**config.mk**
```make
export PLATFORM = sky130hd
export DESIGN_NAME = idea_rnddp
export DESIGN_NICKNAME = d
export VERILOG_FILES = /design/src/rtl/idea_pkg.sv /design/src/rtl/idea_rnddp.sv
export SDC_FILE = /design/constraint.sdc
export NUM_CORES = 2
export LEC_CHECK = 0
export ABC_CLOCK_PERIOD_IN_PS = 24500
export BUFFER_PORTS_ARGS = -buffer_cell sky130_fd_sc_hd__clkbuf_2
export CAP_MARGIN = 20
export CORE_ASPECT_RATIO = 2
export CORE_MARGIN = 10
export CORE_UTILIZATION = 45
export DETAILED_ROUTE_END_ITERATION = 8
export GPL_ROUTABILITY_DRIVEN = 0
export PLACE_DENSITY = 0.67
export SLEW_MARGIN = 20
export SYNTH_ARGS = -nofsm -noshare
export SYNTH_HDL_FRONTEND = slang
export SYNTH_SLANG_ARGS = --single-unit
```
**constraint.sdc**
```tcl
create_clock -name clk -period 24.5 [get_ports clk]
set_clock_uncertainty 0.15 [all_clocks]
set_input_delay 1.225 -clock clk [delete_from_list [all_inputs] [get_ports clk]]
set_output_delay 1.225 -clock clk [all_outputs]
set_load 0.005 [all_outputs]
```
**src/rtl/idea_pkg.sv**
```systemverilog
// Shared types, constants and the modulo 65537 multiply for the IDEA cipher core.
// No dependencies; every other file in rtl/ imports this package.
`default_nettype none

package idea_pkg;

    localparam int WORD_W          = 16;
    localparam int BLOCK_W         = 64;
    localparam int KEY_W           = 128;
    localparam int LANES           = 6;
    localparam int ROUND_COUNT_DEF = 8;
    localparam int APB_DATA_W      = 64;
    localparam int APB_ADDR_W      = 5;
    localparam int INV_STEPS       = 16;
    localparam int KEY_ROT         = 25;

    // Register indexes, taken from paddr[4:3].
    localparam logic [1:0] REG_KEY_HIGH = 2'd0;
    localparam logic [1:0] REG_KEY_LOW  = 2'd1;
    localparam logic [1:0] REG_MODE     = 2'd2;

    typedef enum logic [3:0] {
        ST_IDLE,
        ST_KLOAD,
        ST_KGEN,
        ST_TRD,
        ST_TWR,
        ST_TINV,
        ST_TIWR,
        ST_RND_A,
        ST_RND_B,
        ST_RND_C,
        ST_OUT
    } idea_state_t;

    typedef enum logic [1:0] {
        OP_COPY,
        OP_NEG,
        OP_INV
    } tbl_op_t;

    typedef struct packed {
        logic    kload;
        logic    ek_we;
        logic    krot;
        logic    inv_load;
        logic    inv_step;
        tbl_op_t op;
    } ks_cmd_t;

    typedef struct packed {
        logic load;
        logic do_a;
        logic do_b;
        logic do_c;
        logic do_out;
    } rnd_cmd_t;

    // Multiply modulo 65537 where the word 0 stands for 65536.
    function automatic logic [WORD_W-1:0] idea_mul(input logic [WORD_W-1:0] a,
                                                   input logic [WORD_W-1:0] b);
        logic [2*WORD_W-1:0] p;
        logic [WORD_W-1:0]   lo;
        logic [WORD_W-1:0]   hi;
        logic [WORD_W-1:0]   r;
        p  = {{WORD_W{1'b0}}, a} * {{WORD_W{1'b0}}, b};
        lo = p[WORD_W-1:0];
        hi = p[2*WORD_W-1:WORD_W];
        if (a == '0) begin
            r = WORD_W'(1) - b;
        end else if (b == '0) begin
            r = WORD_W'(1) - a;
        end else begin
            r = lo - hi + {{(WORD_W-1){1'b0}}, (lo < hi)};
        end
        return r;
    endfunction

endpackage

`default_nettype wire

```
**src/rtl/idea_rnddp.sv**
```systemverilog
// Round datapath: subkey table memory, block word registers and the result register.
// Depends on idea_pkg; commanded by idea_ctrl, table written from idea_ksdp.
`default_nettype none

module idea_rnddp
    import idea_pkg::*;
#(
    parameter int ROUND_COUNT = ROUND_COUNT_DEF,
    parameter int ROW_N       = ROUND_COUNT + 1,
    parameter int ROW_W       = $clog2(ROUND_COUNT + 1)
)(
    input  wire logic               clk,
    input  wire logic               rst_n,
    input  wire rnd_cmd_t           rnd_cmd,
    input  wire logic               sk_we,
    input  wire logic [ROW_W-1:0]   sk_row,
    input  wire logic [2:0]         sk_lane,
    input  wire logic [WORD_W-1:0]  sk_data,
    input  wire logic [ROW_W-1:0]   rd_row,
    input  wire logic [BLOCK_W-1:0] data_block,
    output logic [BLOCK_W-1:0]      result_block,
    output logic                    done
);

    logic [LANES*WORD_W-1:0] sk_mem [ROW_N];
    logic [LANES*WORD_W-1:0] krow_reg;
    logic [WORD_W-1:0]       x1_reg, x2_reg, x3_reg, x4_reg, a_reg;
    logic [BLOCK_W-1:0]      result_reg;
    logic                    done_reg;
    logic [WORD_W-1:0]       z0, z1, z2, z3, z4, z5;
    logic [WORD_W-1:0]       b, ab;

    always_ff @(posedge clk) begin
        if (sk_we) begin
            sk_mem[sk_row][WORD_W*sk_lane +: WORD_W] <= sk_data;
        end
        krow_reg <= sk_mem[rd_row];
    end

    assign z0 = krow_reg[0*WORD_W +: WORD_W];
    assign z1 = krow_reg[1*WORD_W +: WORD_W];
    assign z2 = krow_reg[2*WORD_W +: WORD_W];
    assign z3 = krow_reg[3*WORD_W +: WORD_W];
    assign z4 = krow_reg[4*WORD_W +: WORD_W];
    assign z5 = krow_reg[5*WORD_W +: WORD_W];

    assign b  = idea_mul(((x2_reg ^ x4_reg) + a_reg), z5);
    assign ab = a_reg + b;

    // A round runs as key mixing, then the first MA multiply, then the second MA multiply.
    always_ff @(posedge clk) begin
        if (rnd_cmd.load) begin
            x1_reg <= data_block[63:48];
            x2_reg <= data_block[47:32];
            x3_reg <= data_block[31:16];
            x4_reg <= data_block[15:0];
        end else if (rnd_cmd.do_a) begin
            x1_reg <= idea_mul(x1_reg, z0);
            x2_reg <= x2_reg + z1;
            x3_reg <= x3_reg + z2;
            x4_reg <= idea_mul(x4_reg, z3);
        end else if (rnd_cmd.do_b) begin
            a_reg <= idea_mul(x1_reg ^ x3_reg, z4);
        end else if (rnd_cmd.do_c) begin
            x1_reg <= x1_reg ^ b;
            x2_reg <= x3_reg ^ b;
            x3_reg <= x2_reg ^ ab;
            x4_reg <= x4_reg ^ ab;
        end
        if (rnd_cmd.do_out) begin
            result_reg <= {idea_mul(x1_reg, z0), x3_reg + z1, x2_reg + z2,
                           idea_mul(x4_reg, z3)};
        end
    end

    always_ff @(posedge clk or negedge rst_n) begin
        if (!rst_n) begin
            done_reg <= 1'b0;
        end else begin
            done_reg <= rnd_cmd.do_out;
        end
    end

    assign result_block = result_reg;
    assign done         = done_reg;

endmodule

`default_nettype wire

```
==> Implementation_results.wiki <==
{| class="wikitable"
! Metric !! Value
|-
| Register cell area after layout || 32200 um2
|-
| Yosys reg bits || 1105
|-
| Metal-1 WL || 91100 um
|-
| Vias in the first global route || 66353
|-
| Drt first-iter violations || 5725
|-
| Final-stage net count || 9568
|-
| Estimated wirelength of the detail-placed design || 216000 um
|-
| Max transition margin || 15.5%
|-
| Number of core rows || 229
|-
| Run status || completed
|-
| First-pass GRT wire length || 416000 um
|-
| Die ar. || 215000 um2
|-
| Slowest stage delay, CP || 0.64 ns
|-
| Antenna-violating nets left || 0
|-
| Worst Hold Margin || 0.129 ns
|-
| Cell area after placement || 92100 um2
|-
| Uppermost signal routing layer after detailed routing || met5
|-
| Vertical die dimension || 646 um
|-
| Maxcap violations || 0
|-
| Critical R2R Launch || x2_reg[0]
|-
| Via-to-Cell Ratio || 5.94
|-
| Area of all placed cells without fillers || 95400 um2
|-
| Routed WL || 284000 um
|-
| Most common cell after layout, fill and taps aside || sky130_fd_sc_hd__inv_1
|-
| Commonest cells after routing, fill and taps aside || sky130_fd_sc_hd__inv_1, sky130_fd_sc_hd__edfxtp_1, sky130_fd_sc_hd__nand2_1
|-
| Longest Clk Path Bufs || 3
|-
| Largest net degree at the start of global routing || 98
|-
| Worst r2r path cells || 54
|-
| Number of enable flip-flop cells after synthesis || 1008
|-
| Clock Root Buffer || sky130_fd_sc_hd__clkbuf_16
|-
| Vias after detailed routing || 63153
|-
| Area used by multi-input combinational logic || 50400 um2
|-
| Die extent in x || 333 um
|-
| Cell mode on critical path || sky130_fd_sc_hd__fa_1
|-
| Core region area || 195000 um2
|-
| Nature of the critical path endpoint || flip-flop
|-
| Most used flip-flop cell after synthesis || sky130_fd_sc_hd__edfxtp_1
|-
| Startpoint type of the worst setup path || flip-flop
|-
| Slew at the pin with the worst max-slew slack || 1.25 ns
|-
| Register clock-pin slew on the reported worst setup and hold paths || 0.07 ns
|-
| Largest register FFs || 864
|-
| Clock insertion delay at the later pin of the skew report || 0.75 ns
|-
| Antenna violations before repair || 36
|-
| Largest fanout of any net on the critical path || 16
|-
| Number of post-CTS setup repair buffers || 0
|-
| Total nets after synthesis || 9522
|-
| 1st-pass router iterations || 8
|-
| Area of the mapped netlist || 88100 um2
|-
| Proportion of register bits with asynchronous set or reset after synthesis || 0.0905%
|-
| Total clock buffers created by CTS || 98
|-
| Area growth from synthesis to layout || 8.19%
|-
| Max Clock Freq || 63.6 MHz
|-
| Sequential element share of the synthesized area || 36.5%
|-
| Met2 wire len || 139000 um
|-
| Boundary pin count || 164
|-
| Period utilisation layout || 64.2%
|-
| Total Negative Setup Slacks || 0 ns
|-
| RSZ-0062 raised after global routing || false
|-
| Type of the worst setup path || flip-flop to flip-flop
|-
| Combined global-route utilization of all metal layers || 26.0%
|-
| Setup-failing EPs final || 0
|-
| Worst r2r dst || x3_reg[15]
|-
| Number of gates resized after CTS || 0
|-
| Avg Synthesized Cell Area || 11.1 um2
|-
| Reg-to-reg setup timing slack || 8.78 ns
|-
| Total gr overflow || 0
|-
| Ratio of cells with drive above 1 in the final layout || 9.46%
|-
| Number of library cell types mapped by synthesis || 103
|-
| Required time at the endpoint of the critical path || 24.92 ns
|-
| Buf+Inv Stages, Crit Path || 5
|-
| Remaining DRCs || 0
|-
| CTS Sinks || 1105
|-
| Synth warn || 0
|-
| Number of hold violations in the final report || 0
|-
| Number of fillers in the final layout || 17386
|-
| CP max-delay cell || sky130_fd_sc_hd__and2_1
|-
| Quantity of I/O buffers inserted on ports || 163
|-
| Number of slew-limit violations in the final report || 0
|-
| Routed wl met3 || 22700 um
|-
| Maximum level of the CTS H-tree || 3
|-
| Period minus WS final || 15.72 ns
|-
| Average routed wire per standard cell || 26.6 um
|-
| Initial Util || 45.2%
|-
| Delay-heaviest family, CP || compound AO/OA/AOI/OAI gates
|-
| Critical path arrival || 16.14 ns
|-
| CTS tree || yes
|-
| Class of the worst hold path || primary input to asynchronous set/reset pin
|-
| Number of hold buffers added after cts || 0
|-
| Synthesized netlist cell count || 7967
|}
[metal layers]
metal  vias up  global-route usage [%]
met5         -                       0
met4        22                    23.0
met1     31636                    26.9
met2      3273                    44.8
li1      26940                       -
met3      1282                    5.02
[kinds of logic (layout without fill, tap and decap cells)]
logic type	after synthesis	after routing	synth area share, %
AO/OA/AOI/OAI	979	979	7.20
XOR/XNOR	365	365	3.67
adder cells (fa/ha/maj)	1456	1456	27.6
buffers and inverters	1497	1624	6.44
flip-flops	1105	1105	36.5
multiplexers	316	316	6.32
other	0	5	0
AND/OR/NAND/NOR	2249	2249	12.2
[cell usage after synthesis, drive strengths merged, types with 18 or more instances]
cell       n  area [um2]
nand2    994        3730
o211ai    28         210
ha       642        8030
nor2     334        1260
o21bai    25         188
xor2     170        1490
nor2b     38         238
o31ai     31         233
xnor2    192        1680
a31oi     30         194
o21a      39         293
o21ai    295        1480
nand2b    47         294
fa       814       16300
nor4      36         238
nor3     123         636
a21boi    31         233
edfxtp  1008       30300
a21o      84         631
mux2i    120        1200
mux4     192        4320
a211oi    46         363
clkbuf   323        1210
and2     403        2520
dfxtp     96        1920
or3       51         324
nand3     61         320
a21oi    210        1050
buf       68         312
inv     1106        4150
and3      54         338
nand3b    18         135
[layout make-up]
type | instances | area share (%)
multi-input combinational | 5365 | 52.9
clock buffer | 123 | 2.71
sequential | 1105 | 33.8
tap | 2541 | 3.33
antenna | 5 | 0.0131
timing repair buffer | 337 | 2.27
inverter | 1106 | 4.35
clock inverter | 58 | 0.672
[per-stage QoR]
step | setup slack (ns) | instances | util (%)
after detailed placement | 8.94 | 10452 | 47.3
after CTS | 8.91 | 10633 | 48.9
final | 8.78 | 10640 | 48.9
after floorplan | 10.67 | 7967 | -
after global routing | 7.98 | 10637 | 48.9
after global placement | 9.07 | 10451 | 47.3
[worst max-delay path by stage]
stage                    from    endpoint  depth (start not counted)
finish              x2_reg[0]  x3_reg[15]                         54
global route        x2_reg[0]  x3_reg[10]                         54
CTS                 x2_reg[0]  x3_reg[15]                         54
detailed placement  x2_reg[0]  x3_reg[15]                         54
global placement    x2_reg[0]  x3_reg[12]                         54
floorplan           x4_reg[0]  x3_reg[15]                         58
Power is left out: the tool's default activity adds up to more than one toggle a clock period on the data nets, which glitch-free logic cannot reach.
