## config.mk

```make
export PLATFORM = sky130hd
export DESIGN_NAME = idea_ctrl
export DESIGN_NICKNAME = d
export VERILOG_FILES = /design/src/rtl/idea_pkg.sv /design/src/rtl/idea_ctrl.sv
export SDC_FILE = /design/constraint.sdc
export NUM_CORES = 1
export LEC_CHECK = 0
export BUFFER_PORTS_ARGS = -buffer_cell sky130_fd_sc_hd__buf_2
export CAP_MARGIN = 20
export CORE_UTILIZATION = 50
export CTS_BUF_LIST = sky130_fd_sc_hd__clkbuf_16
export DETAILED_ROUTE_END_ITERATION = 8
export PLACE_DENSITY = 0.82
export RECOVER_POWER = 50
export SETUP_SLACK_MARGIN = 0.4
export SYNTH_ARGS = -nofsm -noshare
export SYNTH_HDL_FRONTEND = slang
export SYNTH_SLANG_ARGS = --single-unit
```

## constraint.sdc

```tcl
create_clock -name clk -period 2.7 [get_ports clk]
set_input_delay 0.27 -clock clk [delete_from_list [all_inputs] [get_ports clk]]
set_output_delay 0.27 -clock clk [all_outputs]
set_load 0.005 [all_outputs]
```

## src/rtl/idea_pkg.sv

```systemverilog
// Shared types, constants and the modulo 65537 multiply for the IDEA cipher core.
// No dependencies; every other file in rtl/ imports this package.
`default_nettype none

package idea_pkg;

    localparam int WORD_W          = 16;
    localparam int BLOCK_W         = 64;
    localparam int KEY_W           = 128;
    localparam int LANES           = 6;
    localparam int ROUND_COUNT_DEF = 8;
    localparam int APB_DATA_W      = 64;
    localparam int APB_ADDR_W      = 5;
    localparam int INV_STEPS       = 16;
    localparam int KEY_ROT         = 25;

    // Register indexes, taken from paddr[4:3].
    localparam logic [1:0] REG_KEY_HIGH = 2'd0;
    localparam logic [1:0] REG_KEY_LOW  = 2'd1;
    localparam logic [1:0] REG_MODE     = 2'd2;

    typedef enum logic [3:0] {
        ST_IDLE,
        ST_KLOAD,
        ST_KGEN,
        ST_TRD,
        ST_TWR,
        ST_TINV,
        ST_TIWR,
        ST_RND_A,
        ST_RND_B,
        ST_RND_C,
        ST_OUT
    } idea_state_t;

    typedef enum logic [1:0] {
        OP_COPY,
        OP_NEG,
        OP_INV
    } tbl_op_t;

    typedef struct packed {
        logic    kload;
        logic    ek_we;
        logic    krot;
        logic    inv_load;
        logic    inv_step;
        tbl_op_t op;
    } ks_cmd_t;

    typedef struct packed {
        logic load;
        logic do_a;
        logic do_b;
        logic do_c;
        logic do_out;
    } rnd_cmd_t;

    // Multiply modulo 65537 where the word 0 stands for 65536.
    function automatic logic [WORD_W-1:0] idea_mul(input logic [WORD_W-1:0] a,
                                                   input logic [WORD_W-1:0] b);
        logic [2*WORD_W-1:0] p;
        logic [WORD_W-1:0]   lo;
        logic [WORD_W-1:0]   hi;
        logic [WORD_W-1:0]   r;
        p  = {{WORD_W{1'b0}}, a} * {{WORD_W{1'b0}}, b};
        lo = p[WORD_W-1:0];
        hi = p[2*WORD_W-1:WORD_W];
        if (a == '0) begin
            r = WORD_W'(1) - b;
        end else if (b == '0) begin
            r = WORD_W'(1) - a;
        end else begin
            r = lo - hi + {{(WORD_W-1){1'b0}}, (lo < hi)};
        end
        return r;
    endfunction

endpackage

`default_nettype wire

```

## src/rtl/idea_ctrl.sv

```systemverilog
// Sequencer for the IDEA core: key expansion, subkey table build and the rounds.
// Depends on idea_pkg; drives idea_ksdp and idea_rnddp through command structs.
`default_nettype none

module idea_ctrl
    import idea_pkg::*;
#(
    parameter int ROUND_COUNT = ROUND_COUNT_DEF,
    parameter int EK_N        = 6 * ROUND_COUNT + 4,
    parameter int SRC_W       = $clog2(EK_N),
    parameter int ROW_W       = $clog2(ROUND_COUNT + 1)
)(
    input  wire logic             clk,
    input  wire logic             rst_n,
    input  wire logic             start,
    input  wire logic             cfg_wr,
    input  wire logic             decrypt,
    output logic                  busy,
    output ks_cmd_t               ks_cmd,
    output rnd_cmd_t              rnd_cmd,
    output logic [SRC_W-1:0]      ek_addr,
    output logic                  sk_we,
    output logic [ROW_W-1:0]      sk_row,
    output logic [2:0]            sk_lane,
    output logic [ROW_W-1:0]      rd_row
);

    localparam logic [SRC_W-1:0] LAST_IDX  = SRC_W'(EK_N - 1);
    localparam logic [SRC_W-1:0] BASE_TOP  = SRC_W'(6 * ROUND_COUNT);
    localparam logic [ROW_W-1:0] LAST_ROW  = ROW_W'(ROUND_COUNT);
    localparam logic [ROW_W-1:0] LAST_RND  = ROW_W'(ROUND_COUNT - 1);

    idea_state_t      state_reg, state_next;
    logic [SRC_W-1:0] idx_reg, idx_next;
    logic [SRC_W-1:0] base_reg, base_next;
    logic [ROW_W-1:0] row_reg, row_next;
    logic [2:0]       lane_reg, lane_next;
    logic [3:0]       inv_cnt_reg, inv_cnt_next;

    logic             edge_row;
    tbl_op_t          op;
    logic [SRC_W-1:0] src;

    always_ff @(posedge clk or negedge rst_n) begin
        if (!rst_n) begin
            state_reg   <= ST_KLOAD;
            idx_reg     <= '0;
            base_reg    <= '0;
            row_reg     <= '0;
            lane_reg    <= '0;
            inv_cnt_reg <= '0;
        end else begin
            state_reg   <= state_next;
            idx_reg     <= idx_next;
            base_reg    <= base_next;
            row_reg     <= row_next;
            lane_reg    <= lane_next;
            inv_cnt_reg <= inv_cnt_next;
        end
    end

    // Where each decryption subkey comes from in the expanded key.
    always_comb begin
        edge_row = (row_reg == '0) || (row_reg == LAST_ROW);
        op       = OP_COPY;
        src      = idx_reg;
        if (decrypt) begin
            unique case (lane_reg)
                3'd0: begin
                    op  = OP_INV;
                    src = base_reg;
                end
                3'd1: begin
                    op  = OP_NEG;
                    src = base_reg + (edge_row ? SRC_W'(1) : SRC_W'(2));
                end
                3'd2: begin
                    op  = OP_NEG;
                    src = base_reg + (edge_row ? SRC_W'(2) : SRC_W'(1));
                end
                3'd3: begin
                    op  = OP_INV;
                    src = base_reg + SRC_W'(3);
                end
                3'd4: src = base_reg - SRC_W'(2);
                3'd5: src = base_reg - SRC_W'(1);
                default: src = base_reg;
            endcase
        end
    end

    always_comb begin
        state_next   = state_reg;
        idx_next     = idx_reg;
        base_next    = base_reg;
        row_next     = row_reg;
        lane_next    = lane_reg;
        inv_cnt_next = inv_cnt_reg;
        ks_cmd       = '0;
        ks_cmd.op    = op;
        rnd_cmd      = '0;
        sk_we        = 1'b0;
        ek_addr      = src;
        busy         = 1'b1;

        unique case (state_reg)
            ST_IDLE: begin
                busy     = cfg_wr;
                row_next = '0;
                if (cfg_wr) begin
                    state_next = ST_KLOAD;
                end else if (start) begin
                    rnd_cmd.load = 1'b1;
                    state_next   = ST_RND_A;
                end
            end
            ST_KLOAD: begin
                ks_cmd.kload = 1'b1;
                idx_next     = '0;
                state_next   = ST_KGEN;
            end
            ST_KGEN: begin
                ek_addr      = idx_reg;
                ks_cmd.ek_we = 1'b1;
                ks_cmd.krot  = (idx_reg[2:0] == 3'd7);
                idx_next     = idx_reg + SRC_W'(1);
                if (idx_reg == LAST_IDX) begin
                    idx_next   = '0;
                    base_next  = BASE_TOP;
                    row_next   = '0;
                    lane_next  = '0;
                    state_next = ST_TRD;
                end
            end
            ST_TRD: begin
                state_next = ST_TWR;
            end
            ST_TWR: begin
                if (op == OP_INV) begin
                    ks_cmd.inv_load = 1'b1;
                    inv_cnt_next    = '0;
                    state_next      = ST_TINV;
                end else begin
                    sk_we = 1'b1;
                end
            end
            ST_TINV: begin
                ks_cmd.inv_step = 1'b1;
                inv_cnt_next    = inv_cnt_reg + 4'd1;
                if (inv_cnt_reg == 4'(INV_STEPS - 1)) begin
                    state_next = ST_TIWR;
                end
            end
            ST_TIWR: begin
                sk_we = 1'b1;
            end
            ST_RND_A: begin
                rnd_cmd.do_a = 1'b1;
                state_next   = ST_RND_B;
            end
            ST_RND_B: begin
                rnd_cmd.do_b = 1'b1;
                state_next   = ST_RND_C;
            end
            ST_RND_C: begin
                rnd_cmd.do_c = 1'b1;
                row_next     = row_reg + ROW_W'(1);
                state_next   = (row_reg == LAST_RND) ? ST_OUT : ST_RND_A;
            end
            ST_OUT: begin
                rnd_cmd.do_out = 1'b1;
                state_next     = ST_IDLE;
            end
            default: state_next = ST_IDLE;
        endcase

        // One table entry written: step to the next lane and row.
        if (sk_we) begin
            idx_next   = idx_reg + SRC_W'(1);
            state_next = ST_TRD;
            if (lane_reg == 3'(LANES - 1)) begin
                lane_next = '0;
                row_next  = row_reg + ROW_W'(1);
                base_next = base_reg - SRC_W'(6);
            end else begin
                lane_next = lane_reg + 3'd1;
            end
            if (idx_reg == LAST_IDX) begin
                state_next = ST_IDLE;
            end
        end

        // A new key or mode during the rebuild starts it over.
        if (cfg_wr && state_reg != ST_IDLE && state_reg != ST_RND_A &&
            state_reg != ST_RND_B && state_reg != ST_RND_C && state_reg != ST_OUT) begin
            state_next = ST_KLOAD;
        end
    end

    assign sk_row  = row_reg;
    assign sk_lane = lane_reg;
    assign rd_row  = row_next;

endmodule

`default_nettype wire

```

==> metrics.md <==
| Metric | Value |
|---|---|
| HPWL after DPL | 3800 um |
| Final wirelength | around 7000 um |
| CP max FO | 3 |
| Core Util, Final | 0.732 |
| CTS clk-pin slew, worst paths | roughly 80 ps |
| First-pass DRT Iterations | 6 |
| Setup violations, final | 4 |
| Initial antenna violation count | 0 |
| Fin crit share | 1.08 |
| Leakage | approximately 0.0014 uW |
| Number of enable flip-flop cells after synthesis | 0 |
| Core Rows | 23 |
| RSZ-0062 raised after global routing | yes |
| Die Footprint | ~4600 um^2 |
| Final Critical Period | ~2900 ps |
| DR vias/cell | between 6 and 7 |
| Crit path DAT | 2650 ps |
| Final net count | between 300 and 400 |
| Root Driver | clkbuf_16 |
| TritonCTS Sinks | 27 |
| Slowest cell on the critical path | dfrtp_1 |
| Clk_lat worst skew | 270 ps |
| Post-Syn Instances | 271 |
| Async set-reset flop share out of synthesis | 1.00 |
| Failing checks | max-capacitance violations, negative setup slack |
| VDD IR max | around 530 uV |
| Filler Cell Count | 288 |
| Routed via count | roughly 2400 |
| Measured slew at the worst slew-check pin | about 1500 ps |
| Die H | around 68 um |
| WL per Instance | ~18 um |
| Vias in the first global route | a little under 2000 |
| ANT nets after route | 0 |
| Die X | a little under 70 um |
| Syn Nets | 290 |
| Crit path required time | approximately 2400 ps |
| Placed cell areas | between 2000 and 2500 um^2 |
| CP Launch Type | register |
| TritonCTS clock tree | yes |
| Final Slew Violations | 0 |
| Syn Area/Cell | between 8 and 9 um^2 |
| Hold Buf Count CTS | 0 |
| Peak Freq | between 0.3 and 0.4 GHz |
| Pwr/cell area | roughly 1100 nW/um^2 |
| Synth-to-layout area growth | 37.6% |
| Initial Util | 0.532 |
| Port Buffers | 35 |
| Global-route wire length before repair | 9230 um |
| Max stage delay on crit path | 360 ps |
| Register area share after synthesis | 0.309 |
| Setup WS post-layout | -224 ps |
| Worst path cell trace | inv_1, ha_4, nor2b_4, nor2_1, a21oi_1, o22a_1, ha_2, fa_2, nor2b_1, o21ai_1, and4_1, o41a_1, buf_2 |
| Placer Congestion | between 0.8 and 0.9 |
| Top-Level Pins | 36 |
| Synthesis Warnings | 0 |
| Critical path class | reg -> out |
| Bufs on Longest Clock Path | 2 |
| Worst clock skew | about 14 ps |
| Largest net degree at the start of global routing | 28 |
| Status | finished, violations left |
| Proportion of layout cells with a drive suffix above 1 | 0.367 |
| Seq cells post-synth | 27 |
| DRT iter0 DRCs | about 270 |
| N_diodes | 0 |
| WHS | roughly 350 ps |
| Yosys cell types | 50 |
| Worst setup EP type | primary output |
| H-tree depth | 1 |
| Final Hold Viols | 0 |
| Total CTS buffers | 3 |
| Gr usage total | 0.264 |
| Drt drc | 0 |
| Overflow after GRT | 0 |
| Synthesized area | roughly 2200 um^2 |
| Post-route cell area | 3010 um^2 |
| Slew Limit Headroom | 0.000552 |
| Primary FF master, synth | dfrtp_1 |
| Core ar. | 4120 um^2 |
| MaxCap Viol Count | 1 |
| Min-delay worst type | in -> async |
final timing paths:
kind / startpoint / end / slack [ps] / cells after the start
hold reg to reg: inv_cnt_reg[2] / inv_cnt_reg[2] / 500 / 1
max in group asynchronous: rst_n / sk_lane[2] / 1370 / 1
hold / removal: rst_n / sk_lane[1] / 350 / 1
min in group clk: cfg_wr / state_reg[1] / 400 / 3
setup reg to reg: sk_lane[1] / idx_reg[5] / 160 / 11
setup / recovery: sk_row[0] / ek_addr[4] / -220 / 13
metal layers:
| metal | track usage | wire (um) | vias up |
|---|---|---|---|
| li1 | - | - | 1095 |
| met1 | 0.347 | 2890 | 1107 |
| met2 | 0.447 | 3280 | 127 |
| met3 | 0.0350 | 450 | 30 |
| met4 | 0.0755 | 243 | 0 |
| met5 | 0 | 0 | - |
cells by family after synthesis:
kind of cell,count (synthesis),synth area share
simple gates,107,0.254
buf+inv,33,0.0589
flops,27,0.309
compound gates,73,0.220
mux,8,0.0383
xor+xnor,9,0.0360
fa+ha+maj,14,0.0834
placed cells by master (no fill, tap or decap), types with 3 or more instances in the layout:
| master | netlist | routed |
|---|---|---|
| buf_4 | 0 | 21 |
| mux2i_1 | 5 | 4 |
| nand2b_1 | 9 | 8 |
| o21ai_0 | 13 | 8 |
| a21oi_2 | 0 | 4 |
| clkbuf_16 | 0 | 3 |
| dfrtp_2 | 0 | 5 |
| ha_1 | 13 | 10 |
| nand3b_1 | 5 | 5 |
| a31oi_1 | 4 | 4 |
| buf_6 | 0 | 12 |
| nor2b_1 | 5 | 3 |
| a21oi_1 | 20 | 16 |
| nand3_1 | 9 | 9 |
| nand2_1 | 21 | 20 |
| or3_1 | 4 | 3 |
| nor2_1 | 26 | 24 |
| o22ai_1 | 6 | 3 |
| buf_2 | 4 | 33 |
| xnor2_1 | 5 | 5 |
| a21o_1 | 4 | 4 |
| inv_1 | 20 | 19 |
| nor3_1 | 8 | 5 |
| o21ai_1 | 0 | 4 |
| nor3_2 | 0 | 3 |
| nor4_1 | 3 | 3 |
| o21a_1 | 4 | 4 |
| xor2_1 | 4 | 3 |
| dfrtp_1 | 26 | 21 |
repair_timing:
| action | CTS | global route |
|---|---|---|
| setup buffers | 11 | 13 |
| pin swaps | 9 | 21 |
| gates resized for setup | 24 | 43 |
| cloned | 0 | 0 |
| setup endpoints to repair | 15 | 18 |
stage by stage:
step                TNS, ps  cells  worst slack (ps)  total power [uW]
floorplan                 0    271               220              1790
finish                 -547    380              -224              3210
global placement          0    352               135              2170
detailed placement        0    352              93.4              2210
CTS                    -258    367              -130              2750
global route          -1200    380              -324              3430
cell usage after synthesis (2+ instances only):
master / instances / area (um^2)
o21ai_0: 13 / 65.1
xnor2_1: 5 / 43.8
dfrtp_1: 26 / 651
a21o_1: 4 / 30.0
mux2i_1: 5 / 50.1
nor3_1: 8 / 40.0
and4_1: 2 / 17.5
nand3b_1: 5 / 37.5
nor2_1: 26 / 97.6
o21a_1: 4 / 30.0
or2_2: 2 / 12.5
mux2_2: 3 / 33.8
clkbuf_1: 9 / 33.8
o22ai_1: 6 / 37.5
nor4_1: 3 / 18.8
a211oi_1: 3 / 22.5
nand3_1: 9 / 45.0
nand2_1: 21 / 78.8
and2_1: 3 / 18.8
a22o_1: 2 / 17.5
ha_1: 13 / 163
or3_1: 4 / 25.0
and3_1: 2 / 12.5
xor2_1: 4 / 35.0
a31oi_1: 4 / 25.0
buf_2: 4 / 20.0
a21oi_1: 20 / 100
nor3b_1: 2 / 15.0
nor2b_1: 5 / 31.3
inv_1: 20 / 75.1
nand2b_1: 9 / 56.3
o221ai_1: 3 / 26.3
o31ai_1: 5 / 37.5
worst max-delay path: cells and delay by family (launching register included):
family          cells  cell delay, ps
compound gates      4             610
buf+inv             2             200
simple gates        4             520
flops               1             360
fa+ha+maj           3             680
cell type report:
cell class / instances / area, um^2 / area share
clock buffers: 3 / 75.1 / 0.0249
clock inverters: 1 / 3.75 / 0.00125
inverters: 20 / 75.1 / 0.0249
multi-input cells: 211 / 1630 / 0.542
flip-flops and latches: 27 / 687 / 0.228
well taps: 50 / 62.6 / 0.0208
repair buffers: 68 / 477 / 0.158
power breakdown:
group          leakage, uW  switching (uW)  internal [uW]
logic              0.00102            1070           1010
registers         0.000342             238            540
clock network    0.0000423             153            199
(Power assumes the default switching activity.)
